<file path="src/design/ulss_pkg.sv">
// Shared types and constants for the UV lamp sterilize sequencer.
// No dependencies; the sequencer top level and the register file import this package.
package ulss_pkg;

    // Default register values (tick = 100 ms)
    localparam int unsigned TICKS_PER_MIN = 600;
    localparam int unsigned MIN_PER_HOUR  = 60;
    localparam int unsigned HOUR_PER_DAY  = 24;

    localparam logic [19:0] DAY_LENGTH_RESET   = 20'(TICKS_PER_MIN * MIN_PER_HOUR * HOUR_PER_DAY);
    localparam logic [15:0] STERILIZE_RESET    = 16'(TICKS_PER_MIN * MIN_PER_HOUR);
    localparam logic [7:0]  DAILY_LIMIT_RESET  = 8'd2;
    localparam logic [7:0]  MAKING_LIMIT_RESET = 8'd7;
    localparam logic [19:0] MAKING_MAX_RESET   = 20'(TICKS_PER_MIN * 30);

    // Retry off hold length in ticks
    localparam logic [4:0] RETRY_HOLD_TICKS = 5'd30;

    // APB address width: five registers on a 4-byte stride
    localparam int unsigned ADDR_W = 5;

    // Register indexes (paddr[4:2])
    typedef enum logic [2:0] {
        REG_DAY_LENGTH   = 3'd0,
        REG_STERILIZE    = 3'd1,
        REG_DAILY_LIMIT  = 3'd2,
        REG_MAKING_LIMIT = 3'd3,
        REG_MAKING_MAX   = 3'd4
    } t_reg_idx;

    // Configuration register bundle
    typedef struct packed {
        logic [19:0] day_length_ticks;
        logic [15:0] sterilize_ticks;
        logic [7:0]  daily_sterilize_limit;
        logic [7:0]  making_count_limit;
        logic [19:0] making_max_ticks;
    } t_cfg;

endpackage

</file>
<file path="src/design/ulss_in_if.sv">
// Input request channel: valid/ready handshake and one tick of sensor flags.
// No dependencies.
interface ulss_in_if;
    logic valid;
    logic ready;
    logic self_test;
    logic uv_allowed;
    logic ice_full;
    logic tray_at_throw;
    logic making_phase;
    logic cover_closed;
    logic extract_active;
    logic outlet_motor_moving;
    logic retry_request;
    logic companion_on;
    logic lamp_error;

    modport source (
        output valid, self_test, uv_allowed, ice_full, tray_at_throw, making_phase,
               cover_closed, extract_active, outlet_motor_moving, retry_request,
               companion_on, lamp_error,
        input  ready
    );
    modport sink (
        input  valid, self_test, uv_allowed, ice_full, tray_at_throw, making_phase,
               cover_closed, extract_active, outlet_motor_moving, retry_request,
               companion_on, lamp_error,
        output ready
    );
endinterface

</file>
<file path="src/design/ulss_out_if.sv">
// Result request channel: valid/ready handshake and the lamp decision.
// No dependencies.
interface ulss_out_if;
    logic valid;
    logic ready;
    logic lamp_on;
    logic tray_uv_request;
    logic forced_off;

    modport source (
        output valid, lamp_on, tray_uv_request, forced_off,
        input  ready
    );
    modport sink (
        input  valid, lamp_on, tray_uv_request, forced_off,
        output ready
    );
endinterface

</file>
<file path="src/design/uv_lamp_sterilize_sequencer.sv">
// UV lamp sterilize sequencer top level. A result is valid the cycle after
// its tick request is accepted. One tick per cycle unless the output stalls;
// input ready is high whenever the result register is empty or being taken.
// Reset (synchronous, active low) clears all sequencer state to standby with
// the lamp off and loads the register defaults.
// Depends on ulss_pkg, ulss_in_if, ulss_out_if and ulss_cfg_regs.
module uv_lamp_sterilize_sequencer (
    input  logic                        i_clk,
    input  logic                        i_rst_n,
    ulss_in_if.sink                     i_in,
    ulss_out_if.source                  o_out,
    input  logic                        psel,
    input  logic                        penable,
    input  logic                        pwrite,
    input  logic [ulss_pkg::ADDR_W-1:0] paddr,
    input  logic [31:0]                 pwdata,
    output logic [31:0]                 prdata,
    output logic                        pready
);
    import ulss_pkg::*;

    t_cfg w_cfg;

    ulss_cfg_regs u_cfg (
        .i_clk   (i_clk),
        .i_rst_n (i_rst_n),
        .psel    (psel),
        .penable (penable),
        .pwrite  (pwrite),
        .paddr   (paddr),
        .pwdata  (pwdata),
        .prdata  (prdata),
        .pready  (pready),
        .o_cfg   (w_cfg)
    );

    // Sequencer state
    logic [19:0] r_day_ticks,       n_day_ticks;
    logic [7:0]  r_sterilize_count, n_sterilize_count;
    logic [7:0]  r_making_count,    n_making_count;
    logic        r_seq_step,        n_seq_step;
    logic        r_run_active,      n_run_active;
    logic [15:0] r_run_ticks,       n_run_ticks;
    logic        r_full_seen,       n_full_seen;
    logic        r_arm_first,       n_arm_first;
    logic        r_arm_second,      n_arm_second;
    logic        r_phase_seen,      n_phase_seen;
    logic        r_making_enable,   n_making_enable;
    logic [19:0] r_making_ticks,    n_making_ticks;
    logic        r_cover_off_prev,  n_cover_off_prev;
    logic        r_extract_off,     n_extract_off;
    logic        r_retry_pending,   n_retry_pending;
    logic [4:0]  r_retry_ticks,     n_retry_ticks;
    logic        r_lamp_last,       n_lamp_last;

    // Result register
    logic r_out_valid;
    logic r_lamp_on,   n_lamp_on;
    logic r_tray_req,  n_tray_req;
    logic r_forced,    n_forced;

    // Working values
    logic        w_accept;
    logic        w_paused;
    logic        w_go;
    logic        w_retry_off;
    logic [20:0] w_day_inc;
    logic [7:0]  w_ster_cnt;
    logic [7:0]  w_make_cnt;
    logic [8:0]  w_ster_inc;
    logic [8:0]  w_make_inc;
    logic [20:0] w_make_ticks_inc;
    logic [16:0] w_run_inc;
    logic [4:0]  w_retry_inc;

    assign i_in.ready = ~r_out_valid | o_out.ready;
    assign w_accept   = i_in.valid & i_in.ready;
    assign w_paused   = r_cover_off_prev | r_extract_off;

    assign w_day_inc        = {1'b0, r_day_ticks} + 21'd1;
    assign w_ster_inc       = {1'b0, w_ster_cnt} + 9'd1;
    assign w_make_inc       = {1'b0, w_make_cnt} + 9'd1;
    assign w_make_ticks_inc = {1'b0, r_making_ticks} + 21'd1;
    assign w_run_inc        = {1'b0, r_run_ticks} + 17'd1;
    assign w_retry_inc      = r_retry_ticks + 5'd1;

    // Next state and result for one tick
    always_comb begin
        n_day_ticks       = r_day_ticks;
        n_sterilize_count = r_sterilize_count;
        n_making_count    = r_making_count;
        n_seq_step        = r_seq_step;
        n_run_active      = r_run_active;
        n_run_ticks       = r_run_ticks;
        n_full_seen       = r_full_seen;
        n_arm_first       = r_arm_first;
        n_arm_second      = r_arm_second;
        n_phase_seen      = r_phase_seen;
        n_making_enable   = r_making_enable;
        n_making_ticks    = r_making_ticks;
        n_cover_off_prev  = r_cover_off_prev;
        n_extract_off     = r_extract_off;
        n_retry_pending   = r_retry_pending;
        n_retry_ticks     = r_retry_ticks;
        n_lamp_last       = r_lamp_last;
        n_tray_req        = 1'b0;
        n_forced          = 1'b0;
        n_lamp_on         = r_lamp_last;
        w_go              = 1'b0;
        w_retry_off       = 1'b0;

        // Day rollover clears the daily counts before they are used
        if (w_day_inc >= {1'b0, w_cfg.day_length_ticks}) begin
            w_ster_cnt = 8'd0;
            w_make_cnt = 8'd0;
        end else begin
            w_ster_cnt = r_sterilize_count;
            w_make_cnt = r_making_count;
        end

        if (!i_in.self_test) begin
            if (w_day_inc >= {1'b0, w_cfg.day_length_ticks}) begin
                n_day_ticks = 20'd0;
            end else begin
                n_day_ticks = w_day_inc[19:0];
            end
            n_sterilize_count = w_ster_cnt;
            n_making_count    = w_make_cnt;

            // Sequencer
            if (!i_in.uv_allowed) begin
                n_run_ticks  = 16'd0;
                n_seq_step   = 1'b0;
                n_run_active = 1'b0;
            end else if (!r_seq_step) begin
                // Arming: full edge, then tray at throw
                if (i_in.ice_full) begin
                    if (!r_full_seen) begin
                        n_full_seen = 1'b1;
                        n_arm_first = 1'b1;
                    end
                    if (i_in.tray_at_throw) begin
                        n_arm_second = n_arm_first;
                    end
                end else begin
                    n_full_seen  = 1'b0;
                    n_arm_first  = 1'b0;
                    n_arm_second = 1'b0;
                end
                w_go = n_arm_first & n_arm_second &
                       (w_ster_cnt < w_cfg.daily_sterilize_limit);

                if (w_go) begin
                    n_arm_first  = 1'b0;
                    n_arm_second = 1'b0;
                    n_seq_step   = 1'b1;
                    n_run_active = 1'b1;
                    n_run_ticks  = 16'd0;
                    if (w_ster_inc >= {1'b0, w_cfg.daily_sterilize_limit}) begin
                        n_sterilize_count = w_cfg.daily_sterilize_limit;
                    end else begin
                        n_sterilize_count = w_ster_inc[7:0];
                    end
                end else if (i_in.making_phase) begin
                    // Making phase lamp use
                    if (!r_phase_seen) begin
                        n_phase_seen = 1'b1;
                        if (w_make_inc >= {1'b0, w_cfg.making_count_limit}) begin
                            n_making_count  = w_cfg.making_count_limit;
                            n_making_enable = 1'b0;
                        end else begin
                            n_making_count  = w_make_inc[7:0];
                            n_making_enable = 1'b1;
                        end
                    end
                    if (!w_paused && n_making_enable) begin
                        if (w_make_ticks_inc >= {1'b0, w_cfg.making_max_ticks}) begin
                            n_making_ticks = w_cfg.making_max_ticks;
                        end else begin
                            n_making_ticks = w_make_ticks_inc[19:0];
                            n_tray_req     = 1'b1;
                        end
                    end
                end else begin
                    n_making_ticks  = 20'd0;
                    n_phase_seen    = 1'b0;
                    n_making_enable = 1'b0;
                end
            end else if (r_run_active) begin
                // Timed run: cancel off throw, pause on off-reasons
                if (!i_in.tray_at_throw) begin
                    n_run_active = 1'b0;
                    n_run_ticks  = 16'd0;
                end else if (!w_paused) begin
                    if (w_run_inc >= {1'b0, w_cfg.sterilize_ticks}) begin
                        n_run_active = 1'b0;
                        n_run_ticks  = 16'd0;
                    end else begin
                        n_run_ticks = w_run_inc[15:0];
                    end
                    n_tray_req = 1'b1;
                end
            end else begin
                n_seq_step = 1'b0;
            end

            // Off-reasons for this tick
            n_cover_off_prev = ~i_in.cover_closed;
            if (i_in.extract_active) begin
                n_extract_off = 1'b1;
            end else if (!i_in.outlet_motor_moving) begin
                n_extract_off = 1'b0;
            end

            n_retry_pending = r_retry_pending | i_in.retry_request;
            if (n_retry_pending) begin
                if (w_retry_inc >= RETRY_HOLD_TICKS) begin
                    n_retry_pending = 1'b0;
                    n_retry_ticks   = 5'd0;
                end else begin
                    n_retry_ticks = w_retry_inc;
                    w_retry_off   = 1'b1;
                end
            end else begin
                n_retry_ticks = 5'd0;
            end

            n_forced    = n_cover_off_prev | n_extract_off | w_retry_off | i_in.lamp_error;
            n_lamp_last = ~n_forced & (n_tray_req | i_in.companion_on);
            n_lamp_on   = n_lamp_last;
        end
    end

    // State update on each accepted tick
    always_ff @(posedge i_clk) begin
        if (!i_rst_n) begin
            r_day_ticks       <= 20'd0;
            r_sterilize_count <= 8'd0;
            r_making_count    <= 8'd0;
            r_seq_step        <= 1'b0;
            r_run_active      <= 1'b0;
            r_run_ticks       <= 16'd0;
            r_full_seen       <= 1'b0;
            r_arm_first       <= 1'b0;
            r_arm_second      <= 1'b0;
            r_phase_seen      <= 1'b0;
            r_making_enable   <= 1'b0;
            r_making_ticks    <= 20'd0;
            r_cover_off_prev  <= 1'b0;
            r_extract_off     <= 1'b0;
            r_retry_pending   <= 1'b0;
            r_retry_ticks     <= 5'd0;
            r_lamp_last       <= 1'b0;
        end else if (w_accept) begin
            r_day_ticks       <= n_day_ticks;
            r_sterilize_count <= n_sterilize_count;
            r_making_count    <= n_making_count;
            r_seq_step        <= n_seq_step;
            r_run_active      <= n_run_active;
            r_run_ticks       <= n_run_ticks;
            r_full_seen       <= n_full_seen;
            r_arm_first       <= n_arm_first;
            r_arm_second      <= n_arm_second;
            r_phase_seen      <= n_phase_seen;
            r_making_enable   <= n_making_enable;
            r_making_ticks    <= n_making_ticks;
            r_cover_off_prev  <= n_cover_off_prev;
            r_extract_off     <= n_extract_off;
            r_retry_pending   <= n_retry_pending;
            r_retry_ticks     <= n_retry_ticks;
            r_lamp_last       <= n_lamp_last;
        end
    end

    // Result register valid flag
    always_ff @(posedge i_clk) begin
        if (!i_rst_n) begin
            r_out_valid <= 1'b0;
        end else if (w_accept) begin
            r_out_valid <= 1'b1;
        end else if (o_out.ready) begin
            r_out_valid <= 1'b0;
        end
    end

    // Result payload
    always_ff @(posedge i_clk) begin
        if (w_accept) begin
            r_lamp_on  <= n_lamp_on;
            r_tray_req <= n_tray_req;
            r_forced   <= n_forced;
        end
    end

    assign o_out.valid           = r_out_valid;
    assign o_out.lamp_on         = r_lamp_on;
    assign o_out.tray_uv_request = r_tray_req;
    assign o_out.forced_off      = r_forced;

endmodule

</file>
<file path="src/design/ulss_cfg_regs.sv">
// APB configuration register file for the sterilize sequencer.
// Depends on ulss_pkg for the register struct, indexes and reset values.
module ulss_cfg_regs (
    input  logic                        i_clk,
    input  logic                        i_rst_n,
    input  logic                        psel,
    input  logic                        penable,
    input  logic                        pwrite,
    input  logic [ulss_pkg::ADDR_W-1:0] paddr,
    input  logic [31:0]                 pwdata,
    output logic [31:0]                 prdata,
    output logic                        pready,
    output ulss_pkg::t_cfg              o_cfg
);
    import ulss_pkg::*;

    t_cfg     r_cfg;
    t_reg_idx w_idx;
    logic     w_wr;

    assign pready = 1'b1;
    assign w_idx  = t_reg_idx'(paddr[ADDR_W-1:2]);
    assign w_wr   = psel & penable & pwrite;
    assign o_cfg  = r_cfg;

    // Register writes in the access phase
    always_ff @(posedge i_clk) begin
        if (!i_rst_n) begin
            r_cfg.day_length_ticks      <= DAY_LENGTH_RESET;
            r_cfg.sterilize_ticks       <= STERILIZE_RESET;
            r_cfg.daily_sterilize_limit <= DAILY_LIMIT_RESET;
            r_cfg.making_count_limit    <= MAKING_LIMIT_RESET;
            r_cfg.making_max_ticks      <= MAKING_MAX_RESET;
        end else if (w_wr) begin
            unique case (w_idx)
                REG_DAY_LENGTH:   r_cfg.day_length_ticks      <= pwdata[19:0];
                REG_STERILIZE:    r_cfg.sterilize_ticks       <= pwdata[15:0];
                REG_DAILY_LIMIT:  r_cfg.daily_sterilize_limit <= pwdata[7:0];
                REG_MAKING_LIMIT: r_cfg.making_count_limit    <= pwdata[7:0];
                REG_MAKING_MAX:   r_cfg.making_max_ticks      <= pwdata[19:0];
                default: ;
            endcase
        end
    end

    // Read-back mux, unused addresses read zero
    always_comb begin
        unique case (w_idx)
            REG_DAY_LENGTH:   prdata = {12'd0, r_cfg.day_length_ticks};
            REG_STERILIZE:    prdata = {16'd0, r_cfg.sterilize_ticks};
            REG_DAILY_LIMIT:  prdata = {24'd0, r_cfg.daily_sterilize_limit};
            REG_MAKING_LIMIT: prdata = {24'd0, r_cfg.making_count_limit};
            REG_MAKING_MAX:   prdata = {12'd0, r_cfg.making_max_ticks};
            default:          prdata = 32'd0;
        endcase
    end

endmodule

</file>
<file path="src/flat_wrapper.sv">
// flat-port wrapper written by rule: the top's interface ports become plain ports
module uv_lamp_sterilize_sequencer_flat import ulss_pkg::*;
  (i_clk, i_rst_n, psel, penable, pwrite, paddr, pwdata, prdata, pready, i_in_valid, i_in_self_test, i_in_uv_allowed, i_in_ice_full, i_in_tray_at_throw, i_in_making_phase, i_in_cover_closed, i_in_extract_active, i_in_outlet_motor_moving, i_in_retry_request, i_in_companion_on, i_in_lamp_error, i_in_ready, o_out_valid, o_out_lamp_on, o_out_tray_uv_request, o_out_forced_off, o_out_ready);
  ulss_in_if i_in_i ();
  ulss_out_if o_out_i ();
  input  logic i_clk;
  input  logic i_rst_n;
  input  logic psel;
  input  logic penable;
  input  logic pwrite;
  input  logic [ulss_pkg::ADDR_W-1:0] paddr;
  input  logic [31:0] pwdata;
  output logic [31:0] prdata;
  output logic pready;
  input wire logic [$bits(i_in_i.valid)-1:0] i_in_valid;
  input wire logic [$bits(i_in_i.self_test)-1:0] i_in_self_test;
  input wire logic [$bits(i_in_i.uv_allowed)-1:0] i_in_uv_allowed;
  input wire logic [$bits(i_in_i.ice_full)-1:0] i_in_ice_full;
  input wire logic [$bits(i_in_i.tray_at_throw)-1:0] i_in_tray_at_throw;
  input wire logic [$bits(i_in_i.making_phase)-1:0] i_in_making_phase;
  input wire logic [$bits(i_in_i.cover_closed)-1:0] i_in_cover_closed;
  input wire logic [$bits(i_in_i.extract_active)-1:0] i_in_extract_active;
  input wire logic [$bits(i_in_i.outlet_motor_moving)-1:0] i_in_outlet_motor_moving;
  input wire logic [$bits(i_in_i.retry_request)-1:0] i_in_retry_request;
  input wire logic [$bits(i_in_i.companion_on)-1:0] i_in_companion_on;
  input wire logic [$bits(i_in_i.lamp_error)-1:0] i_in_lamp_error;
  output wire logic [$bits(i_in_i.ready)-1:0] i_in_ready;
  output wire logic [$bits(o_out_i.valid)-1:0] o_out_valid;
  output wire logic [$bits(o_out_i.lamp_on)-1:0] o_out_lamp_on;
  output wire logic [$bits(o_out_i.tray_uv_request)-1:0] o_out_tray_uv_request;
  output wire logic [$bits(o_out_i.forced_off)-1:0] o_out_forced_off;
  input wire logic [$bits(o_out_i.ready)-1:0] o_out_ready;
  assign i_in_i.valid = i_in_valid;
  assign i_in_i.self_test = i_in_self_test;
  assign i_in_i.uv_allowed = i_in_uv_allowed;
  assign i_in_i.ice_full = i_in_ice_full;
  assign i_in_i.tray_at_throw = i_in_tray_at_throw;
  assign i_in_i.making_phase = i_in_making_phase;
  assign i_in_i.cover_closed = i_in_cover_closed;
  assign i_in_i.extract_active = i_in_extract_active;
  assign i_in_i.outlet_motor_moving = i_in_outlet_motor_moving;
  assign i_in_i.retry_request = i_in_retry_request;
  assign i_in_i.companion_on = i_in_companion_on;
  assign i_in_i.lamp_error = i_in_lamp_error;
  assign i_in_ready = i_in_i.ready;
  assign o_out_valid = o_out_i.valid;
  assign o_out_lamp_on = o_out_i.lamp_on;
  assign o_out_tray_uv_request = o_out_i.tray_uv_request;
  assign o_out_forced_off = o_out_i.forced_off;
  assign o_out_i.ready = o_out_ready;
  uv_lamp_sterilize_sequencer u_core (.i_clk(i_clk), .i_rst_n(i_rst_n), .i_in(i_in_i), .o_out(o_out_i), .psel(psel), .penable(penable), .pwrite(pwrite), .paddr(paddr), .pwdata(pwdata), .prdata(prdata), .pready(pready));
endmodule
</file>
<file path="config.mk">
export PLATFORM = sky130hd
export DESIGN_NAME = uv_lamp_sterilize_sequencer_flat
export DESIGN_NICKNAME = d
export VERILOG_FILES = /design/src/design/ulss_pkg.sv /design/src/design/ulss_in_if.sv /design/src/design/ulss_out_if.sv /design/src/design/uv_lamp_sterilize_sequencer.sv /design/src/design/ulss_cfg_regs.sv /design/src/flat_wrapper.sv
export SDC_FILE = /design/constraint.sdc
export NUM_CORES = 1
export LEC_CHECK = 0
export BUFFER_PORTS_ARGS = -buffer_cell sky130_fd_sc_hd__buf_4
export CAP_MARGIN = 30
export CORE_ASPECT_RATIO = 1.5
export CORE_MARGIN = 10
export CORE_UTILIZATION = 40
export DETAILED_ROUTE_END_ITERATION = 8
export PLACE_DENSITY_LB_ADDON = 0.05
export SYNTH_ARGS = -nofsm -noshare
export SYNTH_HDL_FRONTEND = slang
export SYNTH_HIERARCHICAL = 1
export SYNTH_SLANG_ARGS = --single-unit
</file>
<file path="constraint.sdc">
create_clock -name i_clk -period 8 [get_ports i_clk]
set_input_delay 0.8 -clock i_clk [delete_from_list [all_inputs] [get_ports i_clk]]
set_output_delay 0.8 -clock i_clk [all_outputs]
set_load 0.03 [all_outputs]
</file>
==> results of run 1 <==
## final cells by class
| cell class | instances | area [um2] | area share, % |
|---|---|---|---|
| Clock buffer | 21 | 450.4 | 3.725 |
| Clock inverter | 10 | 83.83 | 0.6932 |
| Inverter | 100 | 375.4 | 3.104 |
| Multi-Input combinational cell | 986 | 6828 | 56.46 |
| Sequential cell | 164 | 3313 | 27.40 |
| Tap cell | 337 | 421.7 | 3.487 |
| Timing Repair Buffer | 80 | 620.6 | 5.132 |
## power by group through the flow
stage | combinational [mW] | clock (mW) | sequential (mW)
2_1_floorplan | 0.117 | 0 | 0.853
3_3_place_gp | 0.176 | 0 | 0.853
3_5_place_dp | 0.176 | 0 | 0.853
4_1_cts | 0.177 | 0.814 | 0.835
5_1_grt | 0.192 | 0.840 | 0.836
6_report | 0.175 | 0.785 | 0.835
## registers in the layout, summed over array words and instances (netlist names), 5 cells and up
signal / cells
u_core/r_day_ticks: 20
u_core/r_retry_ticks: 5
u_core/r_making_ticks: 20
u_core/u_cfg/o_cfg: 72
u_core/r_run_ticks: 16
u_core/r_sterilize_count: 8
u_core/r_making_count: 8
## worst reg2reg max path, cell delays in order, from the launching register on
cell,delay [ns]
sky130_fd_sc_hd__dfxtp_1,0.44
sky130_fd_sc_hd__and4_4,0.30
sky130_fd_sc_hd__nand3_1,0.10
sky130_fd_sc_hd__nor3_1,0.48
sky130_fd_sc_hd__nand3_1,0.25
sky130_fd_sc_hd__nor2_1,0.24
sky130_fd_sc_hd__xor2_1,0.10
sky130_fd_sc_hd__ha_1,0.30
sky130_fd_sc_hd__nand3_1,0.10
sky130_fd_sc_hd__or2_1,0.26
sky130_fd_sc_hd__or4_1,0.57
sky130_fd_sc_hd__o21ai_4,0.25
sky130_fd_sc_hd__nor3_2,0.10
sky130_fd_sc_hd__and2_1,0.22
sky130_fd_sc_hd__ha_1,0.25
sky130_fd_sc_hd__and3_1,0.21
sky130_fd_sc_hd__xnor2_1,0.14
sky130_fd_sc_hd__nor2_1,0.08
sky130_fd_sc_hd__ha_1,0.21
sky130_fd_sc_hd__a2111o_1,0.41
sky130_fd_sc_hd__o31ai_2,0.65
sky130_fd_sc_hd__a32oi_1,0.29
sky130_fd_sc_hd__a2111o_1,0.47
sky130_fd_sc_hd__buf_4,0.24
sky130_fd_sc_hd__or3_1,0.38
sky130_fd_sc_hd__o211ai_1,0.08
## cells by family after synthesis
| family | Yosys count | share of synthesized area (%) |
|---|---|---|
| compound gates | 316 | 19.89 |
| xor+xnor | 64 | 5.157 |
| fa+ha+maj | 87 | 10.01 |
| buf+inv | 178 | 7.333 |
| flops | 164 | 30.48 |
| mux | 87 | 8.162 |
| other cells | 2 | 0.06909 |
| simple gates | 419 | 18.89 |
## worst paths after layout
check	startpoint	to	slack, ns	depth (start not counted)
min	u_core/r_retry_pending$_SDFFE_PN0P_	u_core/r_retry_pending$_SDFFE_PN0P_	0.46	2
min reg2reg	u_core/r_retry_pending$_SDFFE_PN0P_	u_core/r_retry_pending$_SDFFE_PN0P_	0.46	2
max	u_core/r_day_ticks[6]$_SDFFE_PN0P_	u_core/r_making_ticks[0]$_SDFFE_PN0P_	0.80	25
max reg2reg	u_core/r_day_ticks[6]$_SDFFE_PN0P_	u_core/r_making_ticks[0]$_SDFFE_PN0P_	0.80	25
## stage by stage
stage	std cells	hold slack (ns)	total power [mW]	worst slack [ns]
4_1_cts	1698	0.4608	1.825	0.7795
5_1_grt	1698	0.4856	1.868	0.3560
3_5_place_dp	1667	0.4512	1.030	0.8345
2_1_floorplan	1328	0.4365	0.9699	1.634
3_3_place_gp	1666	0.4501	1.029	0.9218
6_report	1698	0.4593	1.795	0.7980
## per-layer routing
| metal | part of all wire, % | vias up | global-route usage (%) |
|---|---|---|---|
| met4 | 1.7 | 0 | 5.605 |
| met5 | 0 | - | 0 |
| met2 | 52 | 152 | 32.56 |
| li1 | - | 4718 | - |
| met3 | 2.8 | 30 | 2.873 |
| met1 | 44 | 4431 | 21.40 |
## layout by cell type, fill, tap and decap left out, drive strengths merged, types with 10 or more instances in the layout
cell / instances
a21o: 12
a21oi: 89
a22oi: 18
a31oi: 17
and2: 11
and3: 24
buf: 80
clkbuf: 21
conb: 13
dfxtp: 161
ha: 87
inv: 101
mux2: 10
mux2i: 77
nand2: 145
nand2b: 13
nand3: 59
nand4: 15
nor2: 91
nor2b: 10
nor3: 11
o211ai: 13
o21ai: 63
o2bb2ai: 25
o311ai: 13
xnor2: 35
xor2: 29
==> impl.org, run 1 <==
** Floorplanning
- The initialized floorplan defines 73 standard-cell rows.
- The die covers about 0.034 mm2.
- During I/O placement, the number of pins put on the boundary was 93.
- Chip width :: around 150 um
- Placeable core region :: 0.02667 mm2
- Initial Utilization :: 40.75%
- Die Height :: ~220 um

** Flow run
- Max-cap violations in this run came to 0.

** Yosys
- For this run, the leading register cell type out of synthesis is sky130_fd_sc_hd__dfxtp_1.
- In this run, synthesis inferred 3 flip-flops with an integrated enable.
- Top cells by area, synth :: sky130_fd_sc_hd__dfxtp_1 (30%), sky130_fd_sc_hd__ha_1 (10%), sky130_fd_sc_hd__mux2i_1 (7.1%), sky130_fd_sc_hd__nand2_1 (5.0%), sky130_fd_sc_hd__a21oi_1 (4.1%)
- Of all cell types, the one taking the most synthesized area is sky130_fd_sc_hd__dfxtp_1.
- The synthesized design contains 164 register bits.
- Counting distinct cell types in the post-synthesis netlist gives between 80 and 90.
- Averaged over all synthesized cells, the footprint is 8.253 um2.
- Summing every instance area after synthesis gives 0.01087 mm2.
- Commonest cells post-synth :: sky130_fd_sc_hd__dfxtp_1 (161), sky130_fd_sc_hd__nand2_1 (145), sky130_fd_sc_hd__inv_1 (100)
- Synth Instances :: 1,317
- Number of synthesis warnings :: 6
- For this run, the register share of the synthesized area comes to a little under a third.
- Library cell with the highest instance count after synthesis :: sky130_fd_sc_hd__dfxtp_1
- Portion of synthesized cell area occupied by the leading cell type :: 29.65%
- Synth async-reset ratio :: 0%

** Global route
- Total overflow reported by the global router :: 0
- Tot GR Track Use :: between 10% and 20%
- The first global-routing pass estimated 50,610 um of wire.
- Via count of the first global-routing pass :: 9,196
- Entering global routing, the biggest net connects between 60 and 70 pins.
- The initial antenna violation count was 0.

** Pwr
- Net switching is 26.66% of the power.
- Of the total power, the clock network draws 43.7%.
- The analysis attributes to net switching a power of 0.4786 mW.
- Standby leakage power :: about 5 nW
- Share of total power in sequential cells :: roughly 47%
- Cell internal power was estimated by the tool at 1.317 mW.
- Combinational logic is responsible for 9.7% of the overall power.
- Power spread over the standard cell area amounts to 148.5 mW/mm2.
- Largest voltage drop on the vdd net :: 0.0001321 V

** Detailed routing
- In this run, the number of DRC markers left after iteration 0 of detailed routing was around 530.
- Via Count :: about 9,300
- For this run, the detailed router's first-pass iteration total came to 7.
- After detailed routing, the total wire length is 31,640 um.
- Remaining antenna violation count :: 0
- Avg WL per Cell :: 18.63 um
- In the routed design, unresolved DRC markers number 0.
- Detail-routed via count per cell :: 5.495

** Critical path
- STA classifies the critical path startpoint as a flip-flop.
- Together, buffers and inverters on the worst path number 1.
- Crit path max-delay cell type :: sky130_fd_sc_hd__o31ai_2
- For the worst setup path, the data required time is roughly 8.4 ns.
- CP top delay family :: simple AND/OR/NAND/NOR gates
- Top fanout value on the critical path :: 20
- Type of the worst setup path :: reg2reg
- Endpoint kind of the worst setup timing path :: flip-flop
- In this design, the stage delay of the slowest critical-path cell is 0.65 ns.
- Worst path arrival time :: 7.56 ns

** Timing
- Between clock sinks in the finished design, the worst skew comes to 0.01396 ns.
- In the final timing run, aggregate negative setup slack is 0 ns.
- Final critical path time including I/O delays and setup :: 7.202 ns
- Transition time of the tightest slew-check pin :: 0.9526 ns
- The final number of hold-violating endpoints came to 0.
- Final cycle utilization of the critical path :: 90.02%
- Measured against its own limit, the worst slew margin works out to about 36%.
- Unrepaired setup endpoints after global routing :: false
- Highest Clock Rate :: 138.9 MHz
- Setup violations remaining at the end of the flow were counted as 0.
- The number of slew-limit violations in the final report was 0.

** Clock tree
- The H-tree was split into 4 levels.
- Counting the buffers created by CTS gives 17.
- Clock tree synthesis found a total of 164 sinks.
- Count of hold buffers inserted by post-cts repair :: 0
- Buffers added to address setup during post-CTS repair amount to 0.
- After clock tree synthesis, the clock-pin slew on the worst setup and hold paths is 0.07 ns.
- Maximum buffer depth of the clock tree :: 2
- Clock Root Buffer :: sky130_fd_sc_hd__clkbuf_16
- TritonCTS built the clock tree.
- After clock tree synthesis, the repair step resized 0 gates.
- Clock latency on the worst-skew pair :: 0.44 ns

** Finish
- The post-route netlist has 11.32% of its cells at a drive strength greater than 1.
- For this run, the share of the core covered by cells in the final layout is between 40 and 50%.
- Nets :: 1,491
- Antenna diode count :: 0
- The finished cells cover 0.01209 mm2.
- Compared with the post-synthesis result, the final layout area differs by 11.26%.
- The filler cells instantiated in the layout total 2,690.

** Status
- Outcome :: finished, final reports clean

** Place
- At the end of routability-driven placement, the weighted congestion stood at 0.8040.
- After detailed placement, the total cell area comes to 0.01156 mm2.
- Count of port buffers added during placement :: 65
- HPWL reported at the end of detailed placement :: 23,750 um

** Hold path
- The min-delay analysis places its worst path in the category reg2reg.
Note: power is estimated with default switching activity, not from simulation.
==> inputs of run 2 (changes only) <==
--- a/config.mk
+++ b/config.mk
@@ -5,6 +5,7 @@
 export SDC_FILE = /design/constraint.sdc
 export NUM_CORES = 1
 export LEC_CHECK = 0
+export ABC_AREA = 1
 export BUFFER_PORTS_ARGS = -buffer_cell sky130_fd_sc_hd__buf_4
 export CAP_MARGIN = 30
 export CORE_ASPECT_RATIO = 1.5
==> impl.org, run 2 <==
** Status
- Outcome :: finished, final reports clean (unchanged)

** Flow run
- The max-cap violation count came to 0 (unchanged).

** Yosys
- The number of flops mapped to enable cells by yosys came to 3 (unchanged).
- Library cell with the highest instance count after synthesis :: sky130_fd_sc_hd__nand2_1 (was sky130_fd_sc_hd__dfxtp_1)
- The compound-gate portion of the synthesized area is 10.42% (was 19.89%).
- The most used flip-flop cell after synthesis is sky130_fd_sc_hd__dfxtp_1 (unchanged).
- The proportion of synthesized chip area in sequential cells came to 28.55% (was 30.48%).
- Multiplexer share of the synthesized area :: 0% (was 8.162%)
- Number of flip-flops and latches in the synthesized netlist :: 164 (unchanged)
- The number of distinct library cell variants in the gate-level netlist after synthesis came to 56 (was 83).
- The post-synthesis instance total was 1,780 (was 1,317).
- The async set-reset flop share out of synthesis is 0% (unchanged).
- Adder and majority gate portion of the synthesized area :: 9.379% (was 10.01%)
- The cell type with the largest total area after synthesis is sky130_fd_sc_hd__dfxtp_1 (unchanged).
- The mean cell area of the mapped netlist is 6.520 um2 (was 8.253 um2).
- Fraction of synthesized cell area in xor and xnor cells :: 4.075% (was 5.157%)
- Commonest cells post-synth :: sky130_fd_sc_hd__nand2_1 (466), sky130_fd_sc_hd__inv_1 (248), sky130_fd_sc_hd__nor2_1 (192) (was sky130_fd_sc_hd__dfxtp_1 (161), sky130_fd_sc_hd__nand2_1 (145), sky130_fd_sc_hd__inv_1 (100))
- Top cells by area, synth: sky130_fd_sc_hd__dfxtp_1 (28%), sky130_fd_sc_hd__nand2_1 (15%), sky130_fd_sc_hd__ha_1 (9.4%), sky130_fd_sc_hd__inv_1 (8.0%), sky130_fd_sc_hd__nor2_1 (6.2%) (was sky130_fd_sc_hd__dfxtp_1 (30%), sky130_fd_sc_hd__ha_1 (10%), sky130_fd_sc_hd__mux2i_1 (7.1%), sky130_fd_sc_hd__nand2_1 (5.0%), sky130_fd_sc_hd__a21oi_1 (4.1%)).
- Number of synthesis warnings :: 6 (unchanged)
- The area fraction in and, or, nand and nor cells after synthesis is 35.20% (was 18.89%).
- Dominant combinational cell family by area after synthesis :: simple AND/OR/NAND/NOR gates (was compound AO/OA/AOI/OAI gates)
- Post-Synthesis Cell Area :: 0.01161 mm2 (was 0.01087 mm2)
- The area fraction of the dominant cell type after synthesis was 27.77% (was 29.65%).

** Pwr
- Total internal power :: 1.444 mW (was 1.317 mW)
- The maximum vdd ir drop was 0.0001622 V (was 0.0001321 V).
- Logic pwr share :: 14.2% (was 9.7%)
- Share of total power in sequential cells :: 42.2% (was 46.5%)
- Standby leakage power :: 6.140 nW (was 5.064 nW)
- The reported net switching power was 0.5736 mW (was 0.4786 mW).
- Power per unit of standard cell area :: 156.6 mW/mm2 (was 148.5 mW/mm2)
- Switch share :: 28.43% (was 26.66%)
- Power share of the clock group :: 43.7% (about the same)

** Timing
- Final count of pins violating max slew :: 0 (unchanged)
- Rel. slew slack :: 37.50% (was 36.49%)
- Highest Clock Rate :: 153.4 MHz (was 138.9 MHz)
- The shortest clock period the worst path allows after layout is 6.521 ns (was 7.202 ns).
- The pin slew with the least headroom to its limit was 0.9376 ns (was 0.9526 ns).
- Number of setup violations in the final report :: 0 (unchanged)
- The final worst clock skew was 0.009647 ns (was 0.01396 ns).
- Final hold violation count :: 0 (unchanged)
- The tightest hold margin came to 0.4661 ns (was 0.4593 ns).
- Setup total negative slack :: 0 ns (unchanged)
- Unrepaired setup endpoints after global routing: false (unchanged).
- Final cycle utilization of the critical path :: 81.51% (was 90.02%)

** Clock tree
- Post-cts repair resize count :: 0 (unchanged)
- The number of buffers added by the clock tree synthesis step is 17 (unchanged).
- Clock transition at path regs :: 0.07 ns (about the same)
- H-tree depth reported by CTS :: 4 (unchanged)
- The hold-fix buffer count after cts was 0 (unchanged).
- The root buffer cell was sky130_fd_sc_hd__clkbuf_16 (unchanged).
- TritonCTS clock tree :: yes (unchanged)
- The post-CTS setup-driven buffer insertion count is 0 (unchanged).
- The clock latency at the later pin of the worst-skew pair came to 0.45 ns (was 0.44 ns).
- The clock net sink count was 164 (unchanged).
- Maximum buffer depth of the clock tree :: 2 (unchanged)

** Finish
- Antenna diode count :: 0 (unchanged)
- Non-filler cells in the finished layout :: 2,214 (was 1,698)
- The area growth from synthesis to layout was 11.00% (was 11.26%).
- The flip-flop count of the largest register, all copies and words added came to 72 (unchanged).
- Most common cell after layout, fill and taps aside :: sky130_fd_sc_hd__nand2_1 (was sky130_fd_sc_hd__dfxtp_1)
- Top library cells by usage in the layout, fill and taps aside :: sky130_fd_sc_hd__nand2_1 (466), sky130_fd_sc_hd__inv_1 (248), sky130_fd_sc_hd__nor2_1 (191) (was sky130_fd_sc_hd__dfxtp_1 (161), sky130_fd_sc_hd__nand2_1 (145), sky130_fd_sc_hd__inv_1 (100))
- The number of nets in the final layout is 1,953 (was 1,491).
- Non-Filler Cell Area, Final :: 0.01288 mm2 (was 0.01209 mm2)
- Proportion of layout cells with a drive suffix above 1 :: 9.211% (was 11.32%)

** Critical path
- Worst path arrival time :: 6.90 ns (was 7.56 ns)
- Type of the worst setup path :: reg2reg (unchanged)
- The slack of the worst reg-to-reg path is 1.48 ns (was 0.80 ns).
- Crit path max-delay cell type :: sky130_fd_sc_hd__dfxtp_1 (was sky130_fd_sc_hd__o31ai_2)
- The launching element type of the critical path is a flip-flop (unchanged).
- CP most frequent cell :: sky130_fd_sc_hd__nand2_1
- The maximum fanout encountered on the critical timing path is 21 (was 20).
- Required time of the worst setup path :: 8.38 ns (was 8.36 ns)
- Maximum single-stage delay on the critical path :: 0.42 ns (was 0.65 ns)
- Endpoint kind of the worst setup timing path :: flip-flop (unchanged)

** Detailed routing
- Detail Route met3 WL :: 1259 um (was 881 um)
- The count of nets left with antenna violations after detail routing was 0 (unchanged).
- The top routing layer in use was met4 (unchanged).
- Avg WL per Cell :: 15.90 um (was 18.63 um)
- DRC violations left :: 0 (unchanged)
- Pre-antenna DRT Iters :: 6 (was 7)
- The detailed route wirelength on metal2 was 17,900 um (was 16,380 um).
- The detailed-routing wirelength on met1 came to 14,970 um (was 13,830 um).
- The via-per-instance ratio was 4.980 (was 5.495).
- Via Count :: 11,025 (was 9,331)
- Number of DRC markers after the initial detailed-route iteration :: 697 (was 529)
- Detailed Route WL :: 35,210 um (was 31,640 um)

** Floorplanning
- The effective utilization at floorplan is 40.41% (was 40.75%).
- The count of boundary I/O pins came to 93 (unchanged).
- Placeable core region :: 0.02872 mm2 (was 0.02667 mm2)
- Floorplan die area :: 0.03637 mm2 (was 0.03430 mm2)
- The standard-cell row count was 76 (was 73).
- Die Height :: 228.6 um (was 221.9 um)
- The die width is 159.1 um (was 154.6 um).

** Place
- Placer's final routability congestion estimate :: 0.8624 (was 0.8040)
- The sum of net half-perimeters after detailed placement was 27,270 um (was 23,750 um).
- The count of buffers from port buffering was 65 (unchanged).
- The number of cells after detailed placement is 2,182 (was 1,667).
- Instance area after placement :: 0.01227 mm2 (was 0.01156 mm2)

** Global route
- The number of global-route vias before repair came to 10,789 (was 9,196).
- The initial antenna violation count came to 1 (was 0).
- Tot GR Track Use :: 19.08% (was 18.16%)
- Total overflow reported by the global router :: 0 (unchanged)
- The first-pass GRT wire length came to 56,300 um (was 50,610 um).
- Pin count of the biggest net entering global routing :: 83 (was 63)

** Hold path
- Hold WC Path Type :: reg2reg (unchanged)
[run 2: cell type report]
class                      instances  area [um2]
clock buffer                      18       429.2
clock inverter                    14       185.2
fill                            3178       15840
inverter                         260       980.9
multi-input combinational       1291        6908
sequential                       164        3313
tap                              390       488.0
timing repair buffer              77       578.1
[run 2: critical path, delay by kind of cell (launching register included)]
| kind | cells | cell delay, ns |
|---|---|---|
| xor+xnor | 2 | 0.37 |
| simple gates | 24 | 2.84 |
| flops | 1 | 0.42 |
| buf+inv | 7 | 1.02 |
| compound gates | 5 | 0.94 |
| fa+ha+maj | 3 | 0.81 |
[run 2: final timing paths]
check	start	to	cells past startpoint
max	u_core/r_day_ticks[0]$_SDFFE_PN0P_	u_core/r_making_ticks[17]$_SDFFE_PN0P_	41
min	u_core/r_run_ticks[15]$_SDFFE_PN0P_	u_core/r_run_ticks[15]$_SDFFE_PN0P_	2
max reg2reg	u_core/r_day_ticks[0]$_SDFFE_PN0P_	u_core/r_making_ticks[17]$_SDFFE_PN0P_	41
min reg2reg	u_core/r_run_ticks[15]$_SDFFE_PN0P_	u_core/r_run_ticks[15]$_SDFFE_PN0P_	2
[run 2: power groups by stage]
stage               clock network, mW  registers (mW)  logic (mW)
floorplan                           0           0.866       0.205
global placement                    0           0.869       0.285
detailed placement                  0           0.869       0.286
CTS                             0.909           0.850       0.287
global route                    0.938           0.852       0.321
finish                          0.881           0.851       0.286
[run 2: kinds of logic after synthesis]
logic type | after synthesis
buffers and inverters | 336
flip-flops | 164
AO/OA/AOI/OAI | 224
AND/OR/NAND/NOR | 913
other | 2
adder cells (fa/ha/maj) | 87
XOR/XNOR | 54
[run 2: metrics by stage]
stage | setup WS, ns | util, % | power, mW
floorplan | 2.798 | - | 1.071
global placement | 1.402 | 42.72 | 1.154
detailed placement | 1.389 | 42.72 | 1.155
CTS | 1.360 | 44.86 | 2.046
global route | 0.6465 | 44.86 | 2.112
finish | 1.479 | 44.86 | 2.017
[run 2: metal layers]
metal	GRT usage (%)	vias up
met5	0	-
met4	8.159	0
met3	3.118	59
met2	34.42	198
met1	21.63	5061
li1	-	5707
